**config.mk**
```make
export PLATFORM = sky130hd
export DESIGN_NAME = fit_partition_allocator_top
export DESIGN_NICKNAME = d
export VERILOG_FILES = /design/src/design/fpa_pkg.sv /design/src/design/fit_partition_allocator_top.sv
export SDC_FILE = /design/constraint.sdc
export NUM_CORES = 2
export LEC_CHECK = 0
export BUFFER_PORTS_ARGS = -buffer_cell sky130_fd_sc_hd__buf_4
export CAP_MARGIN = 30
export CELL_PAD_IN_SITES_DETAIL_PLACEMENT = 0
export CELL_PAD_IN_SITES_GLOBAL_PLACEMENT = 2
export CORE_MARGIN = 3
export CORE_UTILIZATION = 49
export CTS_BUF_LIST = sky130_fd_sc_hd__clkbuf_8 sky130_fd_sc_hd__clkbuf_16
export DETAILED_ROUTE_END_ITERATION = 6
export PLACE_DENSITY_LB_ADDON = 0.1
export SKIP_LAST_GASP = 1
export SYNTH_ARGS = -nofsm -noshare
export SYNTH_HDL_FRONTEND = slang
export SYNTH_SLANG_ARGS = --single-unit
```
**constraint.sdc**
```tcl
create_clock -name clk -period 9.9 [get_ports clk]
set_input_delay 0.495 -clock clk [delete_from_list [all_inputs] [get_ports clk]]
set_output_delay 0.495 -clock clk [all_outputs]
set_load 0.1 [all_outputs]
```
**src/design/fpa_pkg.sv**
```systemverilog
// Package for the variable-partition allocator: table sizes, request codes, status codes.
// No dependencies.
package fpa_pkg;
  localparam int MaxSegs  = 32;
  localparam int AddrBits = 16;
  localparam int IdxW     = $clog2(MaxSegs);
  localparam int CntW     = $clog2(MaxSegs + 1);

  typedef logic [AddrBits-1:0] addr_t;
  typedef logic [IdxW-1:0]     idx_t;
  typedef logic [CntW-1:0]     cnt_t;

  localparam logic [1:0] FUNC_ALLOC = 2'd0;
  localparam logic [1:0] FUNC_FREE  = 2'd1;
  localparam logic [1:0] FUNC_CLEAR = 2'd2;

  localparam logic [2:0] ST_OK      = 3'd0;
  localparam logic [2:0] ST_BAD     = 3'd1;
  localparam logic [2:0] ST_NOFIT   = 3'd2;
  localparam logic [2:0] ST_NOID    = 3'd3;
  localparam logic [2:0] ST_FULL    = 3'd4;

  localparam logic CFG_FIT_MODE = 1'b0;
  localparam logic CFG_CAPACITY = 1'b1;

  localparam logic [15:0] CapacityReset = 16'd640;
endpackage

```
**src/design/fit_partition_allocator_top.sv**
```systemverilog
// Top level of the variable-partition allocator: segment table, sequencer, result register.
// Depends on fpa_pkg.
//
// A search walks the table one entry per cycle through one shared compare unit,
// then a split or merge moves one entry per cycle. Throughput: one request at a
// time, in_stall stays high until the result is taken. Reset (synchronous, rst_n
// low): fit_mode 0, capacity 640, one free segment, count 1.
module fit_partition_allocator_top (
  input  logic        clk,
  input  logic        rst_n,
  input  logic        in_valid,
  output logic        in_stall,
  input  logic [1:0]  in_func,
  input  logic [15:0] in_req_size,
  input  logic [15:0] in_owner_id,
  output logic        out_valid,
  input  logic        out_stall,
  output logic [2:0]  out_status,
  output logic [15:0] out_granted_id,
  output logic [15:0] out_base_addr,
  output logic [15:0] out_seg_length,
  input  logic        cfg_we,
  input  logic        cfg_index,
  input  logic [15:0] cfg_wdata
);
  import fpa_pkg::*;

  typedef enum logic [3:0] {
    S_IDLE, S_SCAN, S_SPLIT, S_SHIFTUP, S_FREE, S_MERGE, S_SHIFTDN, S_DONE
  } state_t;

  // segment table; one entry per register row, handled by one shifting unit
  addr_t       seg_base_r  [MaxSegs];
  addr_t       seg_size_r  [MaxSegs];
  logic [15:0] seg_owner_r [MaxSegs];
  logic [MaxSegs-1:0] seg_used_r;
  cnt_t        seg_count_r;
  logic [15:0] next_owner_r;
  logic        fit_mode_r;
  logic [15:0] capacity_r;

  state_t      state_r;
  addr_t       req_r;
  logic [15:0] id_r;
  cnt_t        ptr_r;    // scan / shift pointer
  idx_t        pick_r;
  logic        found_r;
  logic        out_valid_r;
  logic [2:0]  st_r;
  logic [15:0] gid_r, base_r, len_r;

  idx_t ptr_idx;
  logic in_take;
  logic fits;
  assign ptr_idx = ptr_r[IdxW-1:0];
  assign in_take = in_valid && !in_stall;
  assign in_stall = (state_r != S_IDLE) || out_valid_r;
  // shared compare unit: one entry per cycle
  assign fits = !seg_used_r[ptr_idx] && (seg_size_r[ptr_idx] >= req_r);

  assign out_valid      = out_valid_r;
  assign out_status     = st_r;
  assign out_granted_id = gid_r;
  assign out_base_addr  = base_r;
  assign out_seg_length = len_r;

  always_ff @(posedge clk) begin
    if (!rst_n) begin
      state_r     <= S_IDLE;
      out_valid_r <= 1'b0;
      fit_mode_r  <= 1'b0;
      capacity_r  <= CapacityReset;
      seg_count_r <= cnt_t'(1);
      next_owner_r <= '0;
      seg_used_r  <= '0;
      seg_base_r[0] <= '0;
      seg_size_r[0] <= addr_t'(CapacityReset);
    end else begin
      if (cfg_we) begin
        unique case (cfg_index)
          CFG_FIT_MODE: fit_mode_r <= cfg_wdata[0];
          CFG_CAPACITY: capacity_r <= cfg_wdata;
          default: ;
        endcase
      end
      if (out_valid_r && !out_stall) out_valid_r <= 1'b0;
      unique case (state_r)
        S_IDLE: begin
          if (in_take) begin
            req_r   <= addr_t'(in_req_size);
            id_r    <= in_owner_id;
            ptr_r   <= '0;
            found_r <= 1'b0;
            gid_r   <= '0;
            base_r  <= '0;
            len_r   <= '0;
            st_r    <= ST_BAD;
            case (in_func)
              FUNC_ALLOC: state_r <= (in_req_size == '0) ? S_DONE : S_SCAN;
              FUNC_FREE:  state_r <= (in_owner_id == '0) ? S_DONE : S_FREE;
              FUNC_CLEAR: begin
                seg_used_r    <= '0;
                seg_base_r[0] <= '0;
                seg_size_r[0] <= addr_t'(capacity_r);
                seg_count_r   <= cnt_t'(1);
                next_owner_r  <= '0;
                st_r  <= ST_OK;
                len_r <= 16'(addr_t'(capacity_r));
                state_r <= S_DONE;
              end
              default: state_r <= S_DONE;
            endcase
          end
        end
        S_SCAN: begin
          // walk entries; first fit stops at the first hit, best fit keeps strict minimum
          if (ptr_r >= seg_count_r) begin
            if (!found_r) begin
              st_r <= ST_NOFIT;
              state_r <= S_DONE;
            end else begin
              state_r <= S_SPLIT;
            end
          end else begin
            if (fits && (!found_r || (fit_mode_r && seg_size_r[ptr_idx] < seg_size_r[pick_r])))
            begin
              pick_r  <= ptr_idx;
              found_r <= 1'b1;
              if (!fit_mode_r) state_r <= S_SPLIT;
            end
            ptr_r <= ptr_r + cnt_t'(1);
          end
        end
        S_SPLIT: begin
          if (seg_size_r[pick_r] == req_r) begin
            seg_used_r[pick_r]  <= 1'b1;
            seg_owner_r[pick_r] <= next_owner_r;
            next_owner_r <= next_owner_r + 16'd1;
            st_r  <= ST_OK;
            gid_r <= next_owner_r;
            base_r <= 16'(seg_base_r[pick_r]);
            len_r  <= 16'(req_r);
            state_r <= S_DONE;
          end else if (seg_count_r >= cnt_t'(MaxSegs)) begin
            st_r <= ST_FULL;
            state_r <= S_DONE;
          end else begin
            ptr_r <= seg_count_r;
            state_r <= S_SHIFTUP;
          end
        end
        S_SHIFTUP: begin
          // open a hole after pick, one entry per cycle from the top
          if (ptr_r > cnt_t'(pick_r) + cnt_t'(1)) begin
            seg_base_r[ptr_idx]  <= seg_base_r[ptr_idx - idx_t'(1)];
            seg_size_r[ptr_idx]  <= seg_size_r[ptr_idx - idx_t'(1)];
            seg_used_r[ptr_idx]  <= seg_used_r[ptr_idx - idx_t'(1)];
            seg_owner_r[ptr_idx] <= seg_owner_r[ptr_idx - idx_t'(1)];
            ptr_r <= ptr_r - cnt_t'(1);
          end else begin
            seg_base_r[ptr_idx]  <= seg_base_r[pick_r] + req_r;
            seg_size_r[ptr_idx]  <= seg_size_r[pick_r] - req_r;
            seg_used_r[ptr_idx]  <= 1'b0;
            seg_size_r[pick_r]   <= req_r;
            seg_count_r <= seg_count_r + cnt_t'(1);
            state_r <= S_SPLIT;
          end
        end
        S_FREE: begin
          if (ptr_r >= seg_count_r) begin
            st_r <= ST_NOID;
            state_r <= S_DONE;
          end else if (seg_used_r[ptr_idx] && seg_owner_r[ptr_idx] == id_r) begin
            seg_used_r[ptr_idx] <= 1'b0;
            pick_r <= ptr_idx;
            found_r <= 1'b0;  // reused: right-side merge done
            state_r <= S_MERGE;
          end else begin
            ptr_r <= ptr_r + cnt_t'(1);
          end
        end
        S_MERGE: begin
          // left merge first, then right; each merge closes a hole by shifting down
          if (!found_r && pick_r != '0 && !seg_used_r[pick_r - idx_t'(1)]) begin
            seg_size_r[pick_r - idx_t'(1)] <=
              seg_size_r[pick_r - idx_t'(1)] + seg_size_r[pick_r];
            ptr_r  <= cnt_t'(pick_r);
            pick_r <= pick_r - idx_t'(1);
            state_r <= S_SHIFTDN;
          end else if (!found_r && cnt_t'(pick_r) + cnt_t'(1) < seg_count_r
                       && !seg_used_r[pick_r + idx_t'(1)]) begin
            seg_size_r[pick_r] <= seg_size_r[pick_r] + seg_size_r[pick_r + idx_t'(1)];
            ptr_r   <= cnt_t'(pick_r) + cnt_t'(1);
            found_r <= 1'b1;
            state_r <= S_SHIFTDN;
          end else begin
            st_r   <= ST_OK;
            base_r <= 16'(seg_base_r[pick_r]);
            len_r  <= 16'(seg_size_r[pick_r]);
            state_r <= S_DONE;
          end
        end
        S_SHIFTDN: begin
          if (ptr_r + cnt_t'(1) < seg_count_r) begin
            seg_base_r[ptr_idx]  <= seg_base_r[ptr_idx + idx_t'(1)];
            seg_size_r[ptr_idx]  <= seg_size_r[ptr_idx + idx_t'(1)];
            seg_used_r[ptr_idx]  <= seg_used_r[ptr_idx + idx_t'(1)];
            seg_owner_r[ptr_idx] <= seg_owner_r[ptr_idx + idx_t'(1)];
            ptr_r <= ptr_r + cnt_t'(1);
          end else begin
            seg_count_r <= seg_count_r - cnt_t'(1);
            state_r <= S_MERGE;
          end
        end
        S_DONE: begin
          out_valid_r <= 1'b1;
          state_r <= S_IDLE;
        end
        default: state_r <= S_IDLE;
      endcase
    end
  end

  // table never empty and never beyond its depth
  a_count_range: assert property (@(posedge clk) disable iff (!rst_n)
    seg_count_r >= cnt_t'(1) && seg_count_r <= cnt_t'(MaxSegs))
    else $error("segment count out of range");
  // a result is held until taken
  a_out_hold: assert property (@(posedge clk) disable iff (!rst_n)
    out_valid_r && out_stall |=> out_valid_r && $stable(st_r))
    else $error("result dropped under stall");
  // no request taken while a result is pending
  a_busy: assert property (@(posedge clk) disable iff (!rst_n)
    out_valid_r |-> in_stall)
    else $error("request accepted with result pending");
  // errors carry zero payload
  a_err_zero: assert property (@(posedge clk) disable iff (!rst_n)
    out_valid_r && st_r != ST_OK |-> base_r == '0 && len_r == '0 && gid_r == '0)
    else $error("error result with nonzero payload");
endmodule
```
; ---- Word-level counts from Yosys, hierarchy flattened
; Memory sizes are Yosys's and may differ from the RTL's. A register that Yosys moved wholly into a read port is not among the register bits.
; Index checks and enable logic that the tools add are counted.
[totals]
ramBits = 1536
latch_bits = 0
memories = 3
inputBits = 56
rom_bits = 0
ff_bits = 171
[mem_list]
columns = memory, words, width, rd, rd_ports_with_merged_regs, write_ports, line_no
row1 = seg_base_r, 32, 16, 3, 1, 1, fit_partition_allocator_top.sv:33  ; addr_t seg_base_r [MaxSegs];
row2 = seg_owner_r, 32, 16, 3, 1, 1, fit_partition_allocator_top.sv:35  ; logic [15:0] seg_owner_r [MaxSegs];
row3 = seg_size_r, 32, 16, 6, 2, 2, fit_partition_allocator_top.sv:34  ; addr_t seg_size_r [MaxSegs];
[classes]
n_eq_ne = 37
shifts = 0
muxes = 155
n_reduce_logical = 52
magnitude_cmp = 15
n_div = 0
multipliers = 0
add_sub_neg = 14
bitwise_logic = 12
[op_table]
columns = op, n
row1 = 16-bit two-way mux, 25
row2 = 32-bit two-way mux, 7
row3 = 32-bit case mux with 5 select lines, 1
row4 = 16-bit case mux with 3 select lines, 2
row5 = 6-bit two-way mux, 14
row6 = 5-bit two-way mux, 13
row7 = 32-bit bitwise mux, 2
row8 = 16-bit case mux with 2 select lines, 2
row9 = 16-bit OR reduction, 4
row10 = 1-bit two-way mux, 54
row11 = 16-bit adder, 3
row12 = 6-bit case mux with 7 select lines, 1
row13 = 2-bit inequality test (second input constant), 20
row14 = 5-bit by 6-bit less-than comparator with 1-bit output (second input constant), 6
row15 = 3-bit two-way mux, 12
row16 = 32-bit bitwise AND, 1
row17 = 16-bit equality test, 2
row18 = 16-bit logical NOT, 2
row19 = 4-bit two-way mux, 8
row20 = 32-bit inverter, 1
row21 = 32-bit bitwise OR, 1
row22 = 4-bit case mux with 7 select lines, 1
row23 = 1-bit binary-select mux with 5-bit select, 5
row24 = 6-bit case mux with 3 select lines, 1
row25 = 47 further kinds, 97

; ---- Logic depth before layout (Yosys ltp)
[depth]
word_depth = 11
depth_mapped = 29
mapped_depth_nobuf = 18

; ---- Worst setup path before layout
; Ideal clock, no wire load.
[synth_path]
path_kind = reg-to-reg
from = reg pick_r[0]
to = mem seg_size_r[0][12] in the netlist's numbering (data pin)
period_less_slack_ns = 7.376
path_stages_with_launch = 29
setup_time_ns = 0.272
setup_slack_ns = 2.524
n_path_buf = 11
arrival_time_ns = 7.104
cell_sequence = edfxtp_1 > buf_1 > buf_2 > inv_1 > ha_1 > buf_2 > buf_1 > buf_2 > buf_2 > buf_2 > buf_2 > clkbuf_1 > buf_1 > mux4_2 > nand2_1 > nand3_1 > o211ai_1 > o21ai_0 > ha_1 > fa_1 > a21o_1 > a21oi_1 > o21ai_0 > a31oi_1 > a21oi_1 > xor2_1 > a221oi_1 > clkbuf_1 > mux2i_1
[synth_rtl]
columns = item, line_no
row1 = from (decl), fit_partition_allocator_top.sv:46  ; idx_t pick_r;
row2 = from (signal assigned), fit_partition_allocator_top.sv:127  ; pick_r <= ptr_idx;
row3 = from (signal assigned), fit_partition_allocator_top.sv:175  ; pick_r <= ptr_idx;
row4 = from (signal assigned), fit_partition_allocator_top.sv:188  ; pick_r <= pick_r - idx_t'(1);
row5 = to (decl), fit_partition_allocator_top.sv:34

==> metrics.csv <==
stage,metric,value,unit
run_status,status,"finished, violations left",
run_status,violations,DRC,
grt,antenna_found_initial,23,
floorplan,fp.dieW,495,µm
setup_path,slowest_stage,o21ai_0,
cts,root_buffer,clkbuf_16,
timing,layout_min_cycle_time,7850,ps
min_path,hp-class,in -> reg,
finish,stdcell_count,11083,
finish,nFillCells,18730,
cts,worstSkewPairLatency,920,ps
timing,setup_viol,0,
timing,tns,0,ps
finish,nets,7934,
floorplan,start_util,49.5,%
setup_path,cp.required,10500,ps
timing,slew_viol_final,0,
placed_design,gp_congestion,1.00,
floorplan,row_count,178,
timing,rsz0062_at_grt,no,
route,detail-route-antenna-nets,0,
cts,cts_buffer_depth,3,
grt,grt_use_total,39.5,%
placed_design,placedCellCount,10639,
floorplan,die-area,245000,µm²
placed_design,dpl_worst_slack,2420,ps
setup_path,crit_path_start_kind,flop,
timing,setup_ws,2050,ps
synthesis,syn-mean-instance-area,15.0,µm²
cts,clock_sinks,1716,
synthesis,synth_top_flop_cell,edfxtp_1,
grt,grt_pass1_vias,82422,
placed_design,dp_hpwl,314,mm
power_and_ir_drop,p_leak,43.6,nW
timing,final.setup_skew,62.3,ps
cts,cts_max_level,4,
floorplan,die_height,495,µm
synthesis,syn_nets,7981,
floorplan,coreArea,236000,µm²
route,first_pass_iters,7,
route,vias,85684,
synthesis,synth-seq-cells,1716,
setup_path,crit_top_cell,buf_4,
grt,grt_max_degree,132,
run,max_cap_viol_count,0,
synthesis,netlist_area,117000,µm²
cts,cts.clk_slew.worst_paths,60,ps
route,drt_wl_total,484,mm
power_and_ir_drop,power_density,295,nW/µm²
setup_path,critPathKind,reg -> reg,
route,drc,2,
timing,max_freq,0.127,GHz
cts,tritoncts,done,
timing,hold_viol,0,
cts,cts_setup_buffers,0,
setup_path,cp-end-kind,flop,
timing,fin_crit_sh,79.3,%
finish,drive_gt1_share,37.2,%
setup_path,crit_path_max_incr_delay,840,ps
route,drtIter0Drc,12540,
timing,relSlewSlack,21.2,%
route,avgViaCountPerCell,7.73,
cts,cts_made_buffers,191,
placed_design,io_buffers,108,
cts,ctsResizeCount,0,
grt,grt_overflow,0,
timing,worst_pin_slew,1150,ps
grt,grt_pass1_wl,671,mm
setup_path,arrival,8450,ps
synthesis,synth_edf_count,1631,
setup_path,path_max_fanout,84,
synthesis,ys_warn_count,0,
synthesis,synthArstFlopShare,0,%
synthesis,syn_inst,7792,
floorplan,io_pins,109,
cts,hold_buffers,50,
synthesis,yosysUniqueCellTypes,85,
synthesis,yosysSeqAreaShare,43.3,%
power_and_ir_drop,ir_drop,0.000429,V
setup_path,crit_chain,"buf_4, inv_1, ha_4, buf_12, buf_4, mux4_2, nand2_1, a21oi_1, a21oi_1, o21ai_0, ha_1, and3_1, o211ai_1, a31oi_1, xnor2_1, o21ai_0, a31oi_2, buf_4, mux2i_1",
route,drt-wirelength-per-cell,43.6,µm
finish,syn_to_final_growth,11.9,%
cells in the mapped netlist, drive strengths merged (58+ instances only):
| master | n | share of area, % |
|---|---|---|
| o21ai | 193 | 0.83 |
| buf | 351 | 1.5 |
| dfxtp | 85 | 1.5 |
| a31oi | 58 | 0.31 |
| a21oi | 417 | 1.8 |
| clkbuf | 446 | 1.4 |
| inv | 103 | 0.33 |
| nand3 | 124 | 0.53 |
| nor2 | 440 | 1.4 |
| mux2i | 373 | 3.2 |
| mux4 | 1852 | 36 |
| nand2 | 592 | 1.9 |
| edfxtp | 1631 | 42 |
| ha | 128 | 1.4 |
| o31ai | 99 | 0.64 |
| nor3 | 84 | 0.37 |
| a22oi | 61 | 0.39 |
| o22ai | 68 | 0.36 |
worst paths after layout:
path | from | endpoint | slack (ps) | depth (start not counted)
setup / recovery | pick_r[0]$_DFFE_PP_ | seg_size_r[18][13]$_DFFE_PP_ | 2050 | 19
hold / removal | in_func[1] | state_r[1]$_SDFFE_PN0P_ | 160 | 5
setup reg to reg | pick_r[0]$_DFFE_PP_ | seg_size_r[18][13]$_DFFE_PP_ | 2050 | 19
hold reg to reg | next_owner_r[7]$_SDFFE_PN0P_ | next_owner_r[7]$_SDFFE_PN0P_ | 550 | 2
layout make-up:
cell class	instances	area [µm²]	share of cell area [%]
clock buffers	201	4940	3.78
clock inverters	158	1680	1.29
repair buffers	557	5430	4.15
multi-input cells	5174	63700	48.7
flip-flops and latches	1716	50700	38.8
diodes	22	55.1	0.0421
inverters	105	397	0.303
well taps	3150	3940	3.01
stage by stage:
step / power (mW) / util (%) / hold slack, ps / area (µm²)
floorplan: 24.3 / - / 448 / 117000
global placement: 30.6 / 51.8 / 527 / 122000
detailed placement: 30.8 / 52.2 / 544 / 123000
CTS: 38.4 / 55.2 / 129 / 131000
global route: 39.9 / 55.4 / 179 / 131000
finish: 38.6 / 55.4 / 159 / 131000
sequential cells by signal (all words and copies together), names as in the netlist, named ones only:
name and cells:
out_valid 1, req_r 16, seg_owner_r 512, ptr_r 6, seg_count_r 6, out_status 3
out_seg_length 16, fit_mode_r 1, capacity_r 16, next_owner_r 16, out_granted_id 16, seg_used_r 32
found_r 1, id_r 16, state_r 3, seg_base_r 512, pick_r 5, seg_size_r 512
out_base_addr 16
critical path, delay by kind of cell, from the launching register on:
family,cells,cell delay [ps]
AO/OA/AOI/OAI,7,2220
adder cells (fa/ha/maj),2,1190
XOR/XNOR,1,400
AND/OR/NAND/NOR,2,280
multiplexers,2,480
buffers and inverters,5,2380
flip-flops,1,410
power breakdown:
| group | leakage, nW | switching (mW) | internal [mW] |
|---|---|---|---|
| clock network | 3.33 | 3.21 | 4.32 |
| registers | 15.7 | 0.558 | 8.36 |
| logic | 24.6 | 12.1 | 10.1 |
routing by layer:
| metal | up-vias | global-route usage [%] | part of all wire, % |
|---|---|---|---|
| met4 | 15 | 23.3 | 7.1 |
| met5 | - | 0.117 | 0.025 |
| met1 | 44695 | 51.5 | 35 |
| met2 | 6914 | 58.6 | 45 |
| li1 | 32710 | - | - |
| met3 | 1350 | 12.4 | 13 |
layout by cell type, fill, tap and decap left out, types with 25 or more instances in the layout:
master and instances:
mux4_2 1852, edfxtp_1 1631, nand2_1 590, buf_4 419, a21oi_1 402, nor2_1 369
mux2i_1 367, clkbuf_16 193, o21ai_0 150, inv_1 134, ha_1 126, nand3_1 123
o31ai_1 99, dfxtp_1 75, nor3_1 68, o22ai_1 66, a22oi_1 60, nor2_2 53
a31oi_1 53, mux2_2 52, dlygate4sd3_1 50, xnor2_1 44, and3_1 43, a21o_1 40
a221oi_1 36, o211ai_1 34, clkinv_1 33, o21ai_4 32, buf_16 32, and2_1 31
xor2_1 31, nor2b_1 29, clkinv_2 29, a211oi_1 27, nand2b_1 27, bufinv_16 26
buf_12 26, or3_1 25
logic make-up after synthesis:
logic type	share of synthesized area, %
mux	39.4
flops	43.3
simple gates	5.71
compound gates	6.25
buf+inv	3.24
fa+ha+maj	1.45
xor+xnor	0.651
No activity file was read; power rests on OpenSTA's default activity.
